File: src/rtl/core/rsd_pkg.sv
// ----------------------------------------------------------------------------
// rsd_pkg
// Shared widths, constants, item type and the square root step for the
// radial stick deadzone unit.
// ----------------------------------------------------------------------------
package rsd_pkg;

	// full deflection of the rescaled stick, in stick units
	localparam int FULL_SCALE = 10000;

	localparam int AXIS_W     = 15;
	localparam int DZ_W       = 14;
	localparam int DZ_RESET   = 1000;
	localparam int DATA_W     = 32;

	// magnitude carries 8 fraction bits: radicand is the square sum times 2^16
	localparam int FRAC_SH    = 16;
	localparam int SUMSQ_W    = 2 * AXIS_W;
	localparam int RAD_W      = SUMSQ_W + FRAC_SH;
	localparam int MAG_W      = RAD_W / 2;
	localparam int SQR_W      = MAG_W + 2;

	// remap divider: (mag - dz*256) * FULL_SCALE / (FULL_SCALE - dz)
	localparam int FULL_W     = $clog2(FULL_SCALE + 1);
	localparam int NEWMAG_MAX = FULL_SCALE * 256;
	localparam int NM_W       = $clog2(NEWMAG_MAX + 1);
	localparam int NUM_W      = MAG_W + FULL_W;

	// axis divider: |axis| * newmag / mag
	localparam int PROD_W     = AXIS_W + NM_W;
	localparam int AX_QW      = AXIS_W;
	localparam int NEG_LIM    = 2 ** (AXIS_W - 1);
	localparam int POS_LIM    = 2 ** (AXIS_W - 1) - 1;

	typedef struct packed {
		logic signed [AXIS_W-1:0] x;
		logic signed [AXIS_W-1:0] y;
		logic [AXIS_W-1:0]        ux;
		logic [AXIS_W-1:0]        uy;
		logic [SUMSQ_W-1:0]       sumsq;
		logic                     bypass;
	} item_t;

	typedef struct packed {
		logic [SQR_W-1:0] rem;
		logic [MAG_W-1:0] root;
	} sq_t;

	typedef struct packed {
		logic [MAG_W-1:0] mag;
		logic             indz;
		logic             sat;
		logic             ovf;
		logic [NM_W-1:0]  newmag;
	} late_t;

	// one digit of the restoring square root: bring in two radicand bits
	function automatic sq_t sqrt_step(input sq_t prev, input logic [1:0] bits);
		logic [SQR_W+1:0] cur;
		logic [SQR_W+1:0] trial;
		sq_t              res;
		cur   = {prev.rem, bits};
		trial = (SQR_W + 2)'({prev.root, 2'b01});
		if (cur >= trial) begin
			res.rem  = SQR_W'(cur - trial);
			res.root = {prev.root[MAG_W-2:0], 1'b1};
		end else begin
			res.rem  = SQR_W'(cur);
			res.root = {prev.root[MAG_W-2:0], 1'b0};
		end
		return res;
	endfunction

endpackage

File: src/rtl/core/rsd_front.sv
// ----------------------------------------------------------------------------
// rsd_front
// Accepts stick samples, takes absolute values, forms the square sum and
// marks bypass samples, then pushes the item into the queue.
// ----------------------------------------------------------------------------
module rsd_front (
	input  logic                         clk,
	input  logic                         arst_n,
	input  logic                         s_axis_tvalid,
	output logic                         s_axis_tready,
	input  logic [rsd_pkg::DATA_W-1:0]   s_axis_tdata,
	input  logic [rsd_pkg::DZ_W-1:0]     deadzone,
	input  logic                         q_full,
	output logic                         q_push,
	output rsd_pkg::item_t               q_item
);

	logic                                 v_s1, v_s2, en_s1, en_s2;
	logic signed [rsd_pkg::AXIS_W-1:0]    x_in, y_in, x_s1, y_s1;
	logic [rsd_pkg::AXIS_W-1:0]           ux_in, uy_in, ux_s1, uy_s1;
	rsd_pkg::item_t                       item_s2;

	// stage enables: advance when the next place is free
	assign en_s2         = !v_s2 || !q_full;
	assign en_s1         = !v_s1 || en_s2;
	assign s_axis_tready = en_s1;

	assign x_in  = s_axis_tdata[rsd_pkg::AXIS_W-1:0];
	assign y_in  = s_axis_tdata[2*rsd_pkg::AXIS_W-1:rsd_pkg::AXIS_W];
	assign ux_in = x_in[rsd_pkg::AXIS_W-1] ? (~x_in + 1'b1) : x_in;
	assign uy_in = y_in[rsd_pkg::AXIS_W-1] ? (~y_in + 1'b1) : y_in;

	// valid bits
	always_ff @(posedge clk or negedge arst_n) begin
		if (!arst_n) begin
			v_s1 <= 1'b0;
			v_s2 <= 1'b0;
		end else begin
			if (en_s1) v_s1 <= s_axis_tvalid;
			if (en_s2) v_s2 <= v_s1;
		end
	end

	// capture the beat and its absolute values
	always_ff @(posedge clk) begin
		if (en_s1) begin
			x_s1  <= x_in;
			y_s1  <= y_in;
			ux_s1 <= ux_in;
			uy_s1 <= uy_in;
		end
	end

	// square sum and bypass flag
	always_ff @(posedge clk) begin
		if (en_s2) begin
			item_s2.x      <= x_s1;
			item_s2.y      <= y_s1;
			item_s2.ux     <= ux_s1;
			item_s2.uy     <= uy_s1;
			item_s2.sumsq  <= rsd_pkg::SUMSQ_W'(ux_s1) * rsd_pkg::SUMSQ_W'(ux_s1)
			                + rsd_pkg::SUMSQ_W'(uy_s1) * rsd_pkg::SUMSQ_W'(uy_s1);
			item_s2.bypass <= (deadzone == '0);
		end
	end

	assign q_push = v_s2 && !q_full;
	assign q_item = item_s2;

endmodule

File: config.mk
export PLATFORM = sky130hd
export DESIGN_NAME = rsd_front
export DESIGN_NICKNAME = d
export VERILOG_FILES = /design/src/rtl/core/rsd_pkg.sv /design/src/rtl/core/rsd_front.sv
export SDC_FILE = /design/constraint.sdc
export NUM_CORES = 1
export LEC_CHECK = 0
export BUFFER_PORTS_ARGS = -buffer_cell sky130_fd_sc_hd__buf_2
export CORE_MARGIN = 4
export CORE_UTILIZATION = 50
export CTS_BUF_LIST = sky130_fd_sc_hd__clkbuf_4 sky130_fd_sc_hd__clkbuf_8
export CTS_CLUSTER_DIAMETER = 30
export CTS_CLUSTER_SIZE = 30
export DETAILED_ROUTE_END_ITERATION = 8
export GPL_TIMING_DRIVEN = 0
export PLACE_DENSITY = 0.71
export RECOVER_POWER = 100
export SYNTH_ARGS = -nofsm -noshare
export SYNTH_HDL_FRONTEND = slang
export SYNTH_SLANG_ARGS = --single-unit
File: constraint.sdc
create_clock -name clk -period 9.83 [get_ports clk]
set_clock_uncertainty 0.1 [all_clocks]
set_input_delay 0.4915 -clock clk [delete_from_list [all_inputs] [get_ports clk]]
set_output_delay 0.4915 -clock clk [all_outputs]
set_load 0.02 [all_outputs]
==> results_dict.tcl <==
set metrics [dict create \
    cts_buffers 17 \
    synth_area_sq_um 17800 \
    rsz0062_at_grt "false" \
    drtIter0Drc 654 \
    yosysTopAreaCell "fa_1" \
    clock-sinks 149 \
    core_sq_um 34800 \
    fin_crit_ns 8.33 \
    n_fill_cell 3053 \
    finalSetupViolations 0 \
    grt_max_degree 63 \
    synth_edf_count 147 \
    n_antenna_cell 0 \
    outcome "complete, but fails checks" \
    tns_ns 0 \
    area_growth_syn_to_layout_pct 8.60 \
    cts-root-buf "clkbuf_8" \
    tightest_slew_ns 3.49 \
    route.detailed.drc 0 \
    maxSlewViolCount 121 \
    synth_fp_nets 2174 \
    drtPass1Iterations 5 \
    ys_seq_area_frac 0.251 \
    critPathMaxFanout 10 \
    yosys.area.top_type_share 0.369 \
    rows 68 \
    final.setup.worst_slack_ns 1.50 \
    vias 11500 \
    ys_types 51 \
    grt_pass1_wl_microns 65100 \
    ys.flop_type "edfxtp_1" \
    path_class "flop to flop" \
    violations "max-capacitance violations, max-slew violations" \
    relSlewSlack -1.33 \
    routabilityCongestion 0.908 \
    async_flop_share 0.0134 \
    wl_microns 39100 \
    synth_warnings 0 \
    ys_ff_latch 149 \
    cp-start-kind "flop" \
    arrival_ns 8.47 \
    wire_per_inst_microns 17.3 \
    die_w_microns 197 \
    cap_viol_max_count 2 \
    ios 143 \
    antenna_found_initial 0 \
    antenna_left 0 \
    hpwl_microns 32900 \
    place_ws_ns 1.85 \
    post-route-period-util 0.847 \
    fp.dieH_microns 197 \
    endpoint_kind "flop" \
    ctsResizeCount 0 \
    start_util 0.511 \
    h-tree-depth 4 \
    grt_use_total 0.217 \
    register_area_sq_um 4460 \
    multi_input_area_sq_um 11300 \
    use_met1 0.271 \
    hold_path.class "input pin to flop" \
    clock_path_buffers 2 \
    insertion_delay_ns 0.49 \
    grt_pass1_vias 12900 \
    nets 2336 \
    synth_area_leaders "fa_1 37%, edfxtp_1 25%, ha_1 12%" \
    die-area_sq_um 38600 \
    grt_use_met3 0.0407 \
    cts_tree "done" \
    finalHoldViolCount 0 \
    layout_common_cells "470 x inv_1, 328 x fa_1, 169 x clkbuf_1, 164 x ha_1, 152 x nand2_1" \
    busiest_layer "met2" \
    avgSynthCellArea_sq_um 10.9 \
    max_freq_mhz 120 \
    drive_above_1_share 0.0293 \
    overflow 0 \
    cts.clk_slew.worst_paths_ns 0.09 \
    postCtsSetupRepairBufs 0 \
    syn-instance-count 1632 \
    required_ns 9.98 \
    layout.cells.most_common "inv_1" \
    io_buffers 140 \
    viasPerCell 5.09 \
    grtUsageMet2 0.377 \
]
## synthesized netlist by cell type (9+ instances only)
library cell / n
ha_1: 164
xor2_1: 18
xnor2_1: 46
nor2_1: 32
and2_1: 74
fa_1: 328
o21ai_0: 21
nor2b_1: 9
clkbuf_1: 42
nand3_1: 11
or3_1: 10
a21oi_1: 22
edfxtp_1: 147
inv_1: 470
nand2_1: 152
a21o_1: 15
## through the flow
stage | cells | instance area, sq um | util | hold slack [ns]
floorplan | 1632 | 17800 | - | 0.0959
global placement | 2227 | 19000 | 0.547 | 0.177
detailed placement | 2229 | 19100 | 0.549 | 0.178
CTS | 2262 | 19600 | 0.562 | 0.0614
global route | 2262 | 19300 | 0.555 | 0.0749
finish | 2262 | 19300 | 0.555 | 0.105
## per-layer routing
layer  vias to the layer above  wire length [microns]
met2                       285                  20600
met3                        64                   2100
met1                      5915                  15200
li1                       5256                      -
met5                         -                      0
met4                         0                   1250
## cells by family after synthesis
group                    Yosys count  synth area share
buffers and inverters            515             0.110
adder cells (fa/ha/maj)          492             0.485
AND/OR/NAND/NOR                  313            0.0840
flip-flops                       149             0.251
AO/OA/AOI/OAI                     96            0.0368
XOR/XNOR                          64            0.0315
multiplexers                       3           0.00183
## registers in the layout, summed over array words and instances (netlist names)
name / cells
v_s2: 1
ux_s1: 14
y_s1: 15
x_s1: 15
uy_s1: 14
q_item: 89
v_s1: 1
## worst max-delay path, cell delays in order (launching register included)
cell and delay [ns]:
edfxtp_1 0.62, clkbuf_1 0.56, nand2_1 0.21, inv_1 0.12, fa_1 0.41, inv_1 0.09, fa_1 0.41, inv_1 0.09
fa_1 0.45, fa_1 0.57, fa_1 0.44, fa_1 0.46, fa_1 0.49, inv_1 0.05, fa_1 0.50, inv_1 0.05
ha_1 0.26, clkbuf_1 0.26, nand4_1 0.32, o311ai_0 0.90, a221o_1 0.42, a31oi_1 0.16, xnor2_1 0.16
## path summary, 6_finish.rpt
kind | from | end | slack, ns | cells past startpoint
setup / recovery | uy_s1[9] | q_item[28] | 1.50 | 22
setup reg to reg | uy_s1[9] | q_item[28] | 1.50 | 22
hold reg to reg | y_s1[6] | q_item[67] | 0.32 | 0
max in group asynchronous | arst_n | v_s2 | 9.30 | 2
min in group asynchronous | arst_n | v_s1 | 0.20 | 2
hold / removal | s_axis_tvalid | v_s1 | 0.10 | 2
## layout make-up
cell class              count  area share
plain buffers              45     0.00914
inverters                 470      0.0914
repair buffers            143      0.0292
well taps                 455      0.0295
clock inverters            15      0.0101
multi-input cells         968       0.587
flip-flops and latches    149       0.231
clock buffers              17      0.0121
## repair_timing
action	in CTS	in global routing
endpoints found under the setup margin	0	0
hold endpoints to repair	2	0
hold buffers	1	0
Power is not shown: default switching activity piles up to over one toggle a cycle in this logic, so the estimate is an artifact.
