--- src/rtl/core/rsd_pkg.sv ---
// ----------------------------------------------------------------------------
// rsd_pkg
// Shared widths, constants, item type and the square root step for the
// radial stick deadzone unit.
// ----------------------------------------------------------------------------
package rsd_pkg;

	// full deflection of the rescaled stick, in stick units
	localparam int FULL_SCALE = 10000;

	localparam int AXIS_W     = 15;
	localparam int DZ_W       = 14;
	localparam int DZ_RESET   = 1000;
	localparam int DATA_W     = 32;

	// magnitude carries 8 fraction bits: radicand is the square sum times 2^16
	localparam int FRAC_SH    = 16;
	localparam int SUMSQ_W    = 2 * AXIS_W;
	localparam int RAD_W      = SUMSQ_W + FRAC_SH;
	localparam int MAG_W      = RAD_W / 2;
	localparam int SQR_W      = MAG_W + 2;

	// remap divider: (mag - dz*256) * FULL_SCALE / (FULL_SCALE - dz)
	localparam int FULL_W     = $clog2(FULL_SCALE + 1);
	localparam int NEWMAG_MAX = FULL_SCALE * 256;
	localparam int NM_W       = $clog2(NEWMAG_MAX + 1);
	localparam int NUM_W      = MAG_W + FULL_W;

	// axis divider: |axis| * newmag / mag
	localparam int PROD_W     = AXIS_W + NM_W;
	localparam int AX_QW      = AXIS_W;
	localparam int NEG_LIM    = 2 ** (AXIS_W - 1);
	localparam int POS_LIM    = 2 ** (AXIS_W - 1) - 1;

	typedef struct packed {
		logic signed [AXIS_W-1:0] x;
		logic signed [AXIS_W-1:0] y;
		logic [AXIS_W-1:0]        ux;
		logic [AXIS_W-1:0]        uy;
		logic [SUMSQ_W-1:0]       sumsq;
		logic                     bypass;
	} item_t;

	typedef struct packed {
		logic [SQR_W-1:0] rem;
		logic [MAG_W-1:0] root;
	} sq_t;

	typedef struct packed {
		logic [MAG_W-1:0] mag;
		logic             indz;
		logic             sat;
		logic             ovf;
		logic [NM_W-1:0]  newmag;
	} late_t;

	// one digit of the restoring square root: bring in two radicand bits
	function automatic sq_t sqrt_step(input sq_t prev, input logic [1:0] bits);
		logic [SQR_W+1:0] cur;
		logic [SQR_W+1:0] trial;
		sq_t              res;
		cur   = {prev.rem, bits};
		trial = (SQR_W + 2)'({prev.root, 2'b01});
		if (cur >= trial) begin
			res.rem  = SQR_W'(cur - trial);
			res.root = {prev.root[MAG_W-2:0], 1'b1};
		end else begin
			res.rem  = SQR_W'(cur);
			res.root = {prev.root[MAG_W-2:0], 1'b0};
		end
		return res;
	endfunction

endpackage

--- src/rtl/core/rsd_queue.sv ---
// ----------------------------------------------------------------------------
// rsd_queue
// Two-entry queue between the front and back parts.
// ----------------------------------------------------------------------------
module rsd_queue (
	input  logic           clk,
	input  logic           arst_n,
	input  logic           push,
	input  rsd_pkg::item_t wr_item,
	output logic           full,
	input  logic           pop,
	output logic           not_empty,
	output rsd_pkg::item_t rd_item
);

	rsd_pkg::item_t mem_q [2];
	logic           wr_ptr_q, rd_ptr_q;
	logic [1:0]     count_q;

	assign full      = (count_q == 2'd2);
	assign not_empty = (count_q != 2'd0);
	assign rd_item   = mem_q[rd_ptr_q];

	// storage
	always_ff @(posedge clk) begin
		if (push) mem_q[wr_ptr_q] <= wr_item;
	end

	// pointers and fill count
	always_ff @(posedge clk or negedge arst_n) begin
		if (!arst_n) begin
			wr_ptr_q <= 1'b0;
			rd_ptr_q <= 1'b0;
			count_q  <= 2'd0;
		end else begin
			if (push) wr_ptr_q <= !wr_ptr_q;
			if (pop)  rd_ptr_q <= !rd_ptr_q;
			count_q <= count_q + {1'b0, push} - {1'b0, pop};
		end
	end

	a_no_overflow: assert property (@(posedge clk) disable iff (!arst_n) full |-> !push)
		else $error("queue push while full");
	a_no_underflow: assert property (@(posedge clk) disable iff (!arst_n)
		!not_empty |-> !pop)
		else $error("queue pop while empty");
	a_count_range: assert property (@(posedge clk) disable iff (!arst_n) count_q != 2'd3)
		else $error("queue count out of range");

endmodule

--- config.mk ---
export PLATFORM = sky130hd
export DESIGN_NAME = rsd_queue
export DESIGN_NICKNAME = d
export VERILOG_FILES = /design/src/rtl/core/rsd_pkg.sv /design/src/rtl/core/rsd_queue.sv
export SDC_FILE = /design/constraint.sdc
export NUM_CORES = 1
export LEC_CHECK = 0
export ABC_CLOCK_PERIOD_IN_PS = 9800
export BUFFER_PORTS_ARGS = -buffer_cell sky130_fd_sc_hd__buf_4
export CORE_MARGIN = 3
export CORE_UTILIZATION = 59
export CTS_BUF_LIST = sky130_fd_sc_hd__clkbuf_4 sky130_fd_sc_hd__clkbuf_8
export CTS_CLUSTER_DIAMETER = 100
export DETAILED_ROUTE_END_ITERATION = 12
export GPL_ROUTABILITY_DRIVEN = 0
export PLACE_DENSITY = 0.95
export SETUP_SLACK_MARGIN = 0.2
export SYNTH_ARGS = -nofsm -noshare
export SYNTH_HDL_FRONTEND = slang
export SYNTH_SLANG_ARGS = --single-unit
--- constraint.sdc ---
create_clock -name clk -period 9.8 [get_ports clk]
set_input_delay 0.49 -clock clk [delete_from_list [all_inputs] [get_ports clk]]
set_output_delay 0.49 -clock clk [all_outputs]
set_load 0.02 [all_outputs]
==> impl_metrics.py, run 1 <==
metrics = {
    "timing": {
        "drv_slew": 0,
        "final_hold_viol_count": 0,
        "fmax_mhz": 307,
        "setup_viol": 0,
        "slew_headroom": 0.393,
        "worstMarginPinSlew_ns": 0.911,
        "finalSetupTns_ns": 0,
        "period_share": 0.332,
        "period_minus_slack_ns": 3.26,
        "fin_worst_skew_ns": 0.0120,
        "rsz0062_at_grt": "false",
    },
    "layout": {
        "fin_nets": 596,
        "diodes": 0,
        "drive_gt1_frac": 0.616,
        "fillers": 604,
        "areaGrowthSynthToFinish_pct": 25.3,
        "finalNonFillerCells": 654,
    },
    "cts": {
        "cts_tree": "yes",
        "worstSkewPairLatency_ns": 0.44,
        "clkSinkCount": 186,
        "ctsResizeCount": 0,
        "cts.clk_slew.worst_paths_ns": 0.09,
        "clock_path_buffers": 2,
        "cts-root-buf": "clkbuf_8",
        "ctsHtreeMaxLevel": 4,
        "cts_inserted_buffers": 17,
    },
    "hold_path": {
        "hold_path.class": "primary input to flip-flop",
        "whs_path_depth": 1,
        "hold_start": "wr_item[68]",
        "holdPathEnd": "mem_q[0][68]$_DFFE_PP_",
    },
    "setup_path": {
        "r2r_cells": 2,
        "cp.required_ns": 9.31,
        "rr_endpoint": "mem_q[1][62]$_DFFE_PP_",
        "worstSetupStartpointType": "flip-flop",
        "crit_path_end_kind": "output port",
        "critPathKind": "flip-flop to output port",
        "worst_ep_arrival_time_ns": 2.77,
        "startpoint": "rd_ptr_q$_DFFE_PN0P_",
        "worstPathMaxFanout": 51,
        "r2r_start": "wr_ptr_q$_DFFE_PN0P_",
        "reg2reg_slack_ns": 7.75,
    },
    "run": {
        "max_cap_viol_count": 0,
    },
    "yosys": {
        "synthDistinctLibCells": 14,
        "synth_fp_nets": 395,
        "synthSimpleGateAreaFrac": 0.00349,
        "avgSynthCellArea_sq_um": 24.0,
        "synth_seq_area_share": 0.777,
        "synthCells": 298,
        "syn-cell-area_sq_mm": 0.00717,
        "synth_xor_area_frac": 0.00576,
        "synth_top_family_by_area": "multiplexers",
        "synth_adder_area_share": 0.00349,
        "yosysWarnings": 0,
        "muxShareOfSynthArea": 0.185,
        "synth_seq_cells": 186,
        "synth_compound_area_frac": 0,
    },
    "power": {
        "comb_power_share": 0.379,
        "clkPwrFrac": 0.175,
        "p_int_uw": 1760,
        "pwr-share-seq": 0.447,
        "vdd_drop_max_mv": 0.212,
        "p_per_area_mw_per_mm2": 287,
        "leakage_uw": 0.00361,
        "switchingPower_uw": 818,
        "switching_share": 0.317,
    },
    "global_routing": {
        "grtUsageMet2": 0.334,
        "grt_use_met1": 0.223,
        "grt_pass1_wl_microns": 19200,
        "met3_usage": 0.0596,
        "grt_overflow": 0,
        "grt_max_degree": 69,
        "top_usage_layer": "met2",
        "first_global_vias": 3676,
        "grtUsageTotal": 0.193,
        "antenna_found_initial": 0,
    },
    "route": {
        "drt-pass1-iter-count": 4,
        "avgRoutedWirePerCell_microns": 19.6,
        "routed_wl_microns": 12800,
        "vias_per_cell": 5.22,
        "vias": 3411,
        "dr.first_iter.drc_count": 192,
        "drc": 0,
        "drtAntennaViolNets": 0,
    },
    "status": {
        "run_status": "completed",
    },
    "placement": {
        "dp_hpwl_microns": 9000,
        "dp_cells": 622,
        "io_buffers": 187,
    },
    "floorplan": {
        "fp.dieW_microns": 116,
        "dieHeight_microns": 116,
        "boundaryPins": 188,
        "rows": 39,
        "coreArea_sq_mm": 0.0117,
        "start_util": 0.614,
        "die_area_sq_mm": 0.0135,
    },
}
-- logic make-up (layout without fill, tap and decap cells) --
kind of cell  after synthesis  count (layout)
xor+xnor                    3               3
fa+ha+maj                   2               2
buf+inv                    12             225
flops                     186             186
mux                        91              91
simple gates                4               4
-- worst max path at each step --
| stage | endpoint | slack [ns] | depth (start not counted) |
|---|---|---|---|
| after floorplan | mem_q[0][0]$_DFFE_PP_ | 4.79 | 1 |
| after global placement | rd_item[0] | 6.99 | 3 |
| after detailed placement | rd_item[90] | 6.97 | 3 |
| after CTS | rd_item[0] | 6.46 | 3 |
| after global routing | rd_item[90] | 6.37 | 3 |
| final | rd_item[90] | 6.54 | 3 |
-- area by class of cell --
| type | count | area [sq um] | area share |
|---|---|---|---|
| timing repair buffer | 192 | 1440 | 0.161 |
| clock buffer | 19 | 249 | 0.0277 |
| tap | 143 | 179 | 0.0199 |
| clock inverter | 12 | 104 | 0.0116 |
| multi-input combinational | 100 | 1430 | 0.159 |
| sequential | 186 | 5570 | 0.620 |
| inverter | 2 | 7.51 | 0.000836 |
-- cells in the mapped netlist --
master    count  area share
and2_1        1     0.00087
buf_12        8       0.022
buf_2         1     0.00070
buf_6         1      0.0016
dfrtp_1       4       0.014
edfxtp_1    182        0.76
ha_1          2      0.0035
inv_1         2      0.0010
mux2_2       11       0.017
mux2_4       80        0.17
nor2b_1       2      0.0017
or2_2         1     0.00087
xor2_1        2      0.0024
xor3_1        1      0.0033
-- registers in the layout, summed over array words and instances (netlist names) --
register	count
wr_ptr_q	1
rd_ptr_q	1
count_q	2
mem_q	182
-- timing repair --
| item | 4_1_cts | 5_1_grt |
|---|---|---|
| hold endpoints to repair | 4 | 0 |
| buffers inserted | 0 | 0 |
| hold buffers | 1 | 0 |
-- routing by layer --
layer	wire, microns	vias to the layer above	share of wire
met5	0	-	0
met4	291	0	0.023
met3	876	23	0.068
met2	6840	150	0.53
met1	4810	1662	0.38
li1	-	1576	-
-- stage by stage --
step | instance area, sq um | util | power (uW) | worst slack [ns] | hold WS, ns
global route | 8980 | 0.770 | 2690 | 6.37 | 0.189
floorplan | 7170 | - | 1870 | 4.79 | 0.194
finish | 8980 | 0.770 | 2580 | 6.54 | 0.227
CTS | 8980 | 0.770 | 2610 | 6.46 | 0.189
detailed placement | 8620 | 0.739 | 2160 | 6.97 | 0.289
global placement | 8620 | 0.739 | 2120 | 6.99 | 0.288
-- critical path: stages (launching register included) --
cell,delay [ns]
dfrtp_4,0.99
buf_4,0.73
mux2_2,0.42
buf_4,0.16
-- power groups by stage --
stage	Combinational, uW	Clock, uW	Sequential, uW
final	977	451	1150
after global routing	1030	495	1170
after CTS	989	461	1160
after detailed placement	985	0	1170
after global placement	966	0	1160
after floorplan	747	0	1120
-- cell usage in the layout (no fill, tap or decap) --
master and instances:
clkinv_4 3, mux2_4 80, clkinv_2 2, or2_2 1, ha_1 2, clkbuf_8 17, clkinvlp_4 4, inv_1 2
xor2_1 2, clkbuf_4 2, clkinv_1 2, bufinv_16 1, dlygate4sd3_1 1, dfrtp_4 1, mux2_2 11, dfrtp_1 3
and2_4 1, nor2b_1 1, xor3_1 1, nor2b_4 1, buf_4 191, edfxtp_1 182
Note: power is estimated with default switching activity, not from simulation.
==> run 2, diff against run 1 <==
--- a/config.mk
+++ b/config.mk
@@ -5,15 +5,16 @@
 export SDC_FILE = /design/constraint.sdc
 export NUM_CORES = 1
 export LEC_CHECK = 0
-export ABC_CLOCK_PERIOD_IN_PS = 9800
+export ABC_AREA = 1
+export ABC_CLOCK_PERIOD_IN_PS = 2980
 export BUFFER_PORTS_ARGS = -buffer_cell sky130_fd_sc_hd__buf_4
 export CORE_MARGIN = 3
-export CORE_UTILIZATION = 59
+export CORE_UTILIZATION = 49
 export CTS_BUF_LIST = sky130_fd_sc_hd__clkbuf_4 sky130_fd_sc_hd__clkbuf_8
 export CTS_CLUSTER_DIAMETER = 100
 export DETAILED_ROUTE_END_ITERATION = 12
 export GPL_ROUTABILITY_DRIVEN = 0
-export PLACE_DENSITY = 0.95
+export PLACE_DENSITY = 0.89
 export SETUP_SLACK_MARGIN = 0.2
 export SYNTH_ARGS = -nofsm -noshare
 export SYNTH_HDL_FRONTEND = slang
==> constraint.sdc (replaced) <==
create_clock -name clk -period 2.98 [get_ports clk]
set_input_delay 0.149 -clock clk [delete_from_list [all_inputs] [get_ports clk]]
set_output_delay 0.149 -clock clk [all_outputs]
set_load 0.02 [all_outputs]
==> run 2 against run 1 <==
Routed wire length rose by 18%. Non-clock buffer count rose by 96. Final area rose by 12%. Cell count rose by 50%. Flip-flop and latch count did not move. Count of clock-buffer cells in the layout fell by 2. Critical path type unchanged. Critical endpoint is now rd_item[40]. Largest cell class unchanged.
==> impl_metrics.py, run 2 <==
metrics = {
    "status": {
        "run_status": "completed",
    },
    "floorplan": {
        "dieHeight_microns": 128,
        "die_area_sq_mm": 0.0164,
        "start_util": 0.513,
        "boundaryPins": 188,
        "rows": 43,
        "fp.dieW_microns": 128,
        "coreArea_sq_mm": 0.0142,
    },
    "setup_path": {
        "r2r_start": "wr_ptr_q$_DFFE_PN0P_",
        "cp_cell_sequence": "buf_12 > nand2_1 > o21ai_0 > buf_4",
        "worstPathMaxFanout": 71,
        "slowest_delay_ns": 0.77,
        "crit_buf_inv": 2,
        "path_depth": 4,
        "reg2reg_slack_ns": 1.21,
        "worst_ep_arrival_time_ns": 2.03,
        "r2r_cells": 2,
        "rr_endpoint": "mem_q[0][30]$_DFFE_PP_",
        "worstSetupStartpointType": "flip-flop",
        "cp.required_ns": 2.83,
        "critPathKind": "flip-flop to output port",
        "crit_path_end_kind": "output port",
        "critPathSlowestCell": "dfrtp_4",
        "cpLargestDelayFamily": "flip-flops",
    },
    "power": {
        "comb_power_share": 0.409,
        "p_per_area_mw_per_mm2": 879,
        "clkPwrFrac": 0.172,
        "leakage_uw": 0.00425,
        "switching_share": 0.374,
        "pwr-share-seq": 0.419,
        "p_int_uw": 5520,
        "switchingPower_uw": 3300,
        "vdd_drop_max_mv": 0.505,
    },
    "global_routing": {
        "grt_overflow": 0,
        "antenna_found_initial": 0,
        "grt_max_degree": 75,
        "grtUsageTotal": 0.187,
        "grt_pass1_wl_microns": 23600,
        "first_global_vias": 4945,
    },
    "timing": {
        "setup_viol": 0,
        "finalSetupTns_ns": 0,
        "slew_headroom": 0.637,
        "drv_slew": 0,
        "final_hold_viol_count": 0,
        "whs_ns": 0.422,
        "period_share": 0.731,
        "period_minus_slack_ns": 2.18,
        "rsz0062_at_grt": "false",
        "fmax_mhz": 459,
        "worstMarginPinSlew_ns": 0.543,
        "fin_worst_skew_ns": 0.0104,
    },
    "route": {
        "routed_wl_microns": 15200,
        "dr_wl_met3_microns": 773,
        "vias": 4695,
        "vias_per_cell": 4.79,
        "drt-pass1-iter-count": 4,
        "dr.max_layer_used": "met4",
        "avgRoutedWirePerCell_microns": 15.5,
        "drtAntennaViolNets": 0,
        "drc": 0,
        "dr.first_iter.drc_count": 268,
        "wl_met2_microns": 8430,
        "wl_met1_microns": 5650,
    },
    "layout": {
        "fin_nets": 884,
        "layout_commonest_cell": "buf_4",
        "final_util": 0.707,
        "finalNonFillerCells": 980,
        "max_flop_register": "mem_q",
        "areaGrowthSynthToFinish_pct": 37.9,
        "largest_reg_flops": 182,
        "final_cell_mix": "190 x buf_4, 182 x edfxtp_1, 98 x nand2_1",
        "reg_top3": "mem_q (182), count_q (2)",
        "drive_gt1_frac": 0.348,
        "diodes": 0,
    },
    "yosys": {
        "syn-cell-area_sq_mm": 0.00729,
        "synth_fp_nets": 597,
        "yosysTopAreaCell": "edfxtp_1",
        "yosysWarnings": 0,
        "synthTopCellsByArea": "edfxtp_1 75%, o21ai_2 6.3%, inv_1 5.0%, nand2_1 5.0%, o21ai_0 2.7%",
        "synthTopCellsByCount": "182 x edfxtp_1, 98 x inv_1, 98 x nand2_1",
        "avgSynthCellArea_sq_um": 14.6,
        "async_flop_share": 0.0215,
        "ys.flop_type": "edfxtp_1",
        "synthCells": 500,
        "synth_top_area_frac": 0.750,
        "synth_edf_count": 182,
        "synthDistinctLibCells": 15,
        "synth_seq_area_share": 0.764,
        "synth_seq_cells": 186,
        "post-synth-top-count-cell": "edfxtp_1",
    },
    "cts": {
        "ctsHtreeMaxLevel": 4,
        "cts_inserted_buffers": 17,
        "ctsResizeCount": 0,
        "clkSinkCount": 186,
        "cts.clk_slew.worst_paths_ns": 0.09,
        "cts_tree": "yes",
        "clock_path_buffers": 2,
        "worstSkewPairLatency_ns": 0.45,
        "cts-root-buf": "clkbuf_8",
    },
    "hold_path": {
        "holdPathEnd": "mem_q[1][58]$_DFFE_PP_",
        "hold_start": "wr_item[58]",
        "whs_path_depth": 2,
        "hold_path.class": "primary input to flip-flop",
    },
    "run": {
        "max_cap_viol_count": 0,
    },
    "placement": {
        "dp_cells": 853,
        "io_buffers": 187,
        "dp_hpwl_microns": 9340,
    },
}
## run 2: logic make-up (layout without fill, tap and decap cells)
group | count (synthesis) | count (layout) | share of synthesized area
buf+inv | 118 | 418 | 0.0888
simple gates | 101 | 101 | 0.0522
flops | 186 | 186 | 0.764
xor+xnor | 2 | 2 | 0.00240
fa+ha+maj | 2 | 2 | 0.00343
compound gates | 91 | 91 | 0.0893
## run 2: final cells by class
cell class | instances | area [sq um]
Sequential cell | 186 | 5570
Fill cell | 849 | 4160
Timing Repair Buffer | 288 | 2440
Multi-Input combinational cell | 196 | 1080
Inverter | 98 | 370
Clock buffer | 17 | 234
Tap cell | 180 | 225
Clock inverter | 15 | 126
## run 2: metrics by stage
step           total power [uW]  worst slack (ns)  cell area, sq um
2_1_floorplan              6100             0.302              7290
3_3_place_gp               7140              1.30              8730
3_5_place_dp               7270              1.24              8730
4_1_cts                    8870             0.761             10000
5_1_grt                    9310             0.624             10000
6_report                   8820             0.802             10000
## run 2: power groups by stage
stage / logic, uW / clock network [uW] / registers (uW)
after global routing: 3880 / 1680 / 3740
after global placement: 3410 / 0 / 3720
after floorplan: 2450 / 0 / 3650
final: 3610 / 1520 / 3700
after detailed placement: 3510 / 0 / 3760
after CTS: 3620 / 1560 / 3700
## run 2: routing by layer
metal / vias to the layer above / GRT usage
met5: - / 0
met4: 0 / 0.0687
met3: 28 / 0.0438
met2: 153 / 0.350
met1: 2246 / 0.207
li1: 2268 / -
## run 2: worst max-delay path by stage
| stage | startpoint | end | slack (ns) |
|---|---|---|---|
| 3_5_place_dp | wr_ptr_q$_DFFE_PN0P_ | mem_q[1][19]$_DFFE_PP_ | 1.24 |
| 6_report | rd_ptr_q$_DFFE_PN0P_ | rd_item[40] | 0.80 |
| 3_3_place_gp | wr_ptr_q$_DFFE_PN0P_ | mem_q[1][20]$_DFFE_PP_ | 1.30 |
| 5_1_grt | rd_ptr_q$_DFFE_PN0P_ | rd_item[82] | 0.62 |
| 2_1_floorplan | wr_ptr_q$_DFFE_PN0P_ | mem_q[1][0]$_DFFE_PP_ | 0.30 |
| 4_1_cts | rd_ptr_q$_DFFE_PN0P_ | rd_item[36] | 0.76 |
## run 2: what timing repair did
item | in CTS | in global routing
hold endpoints to repair | 189 | 0
hold buffers | 95 | 0
setup buffers | 0 | 0
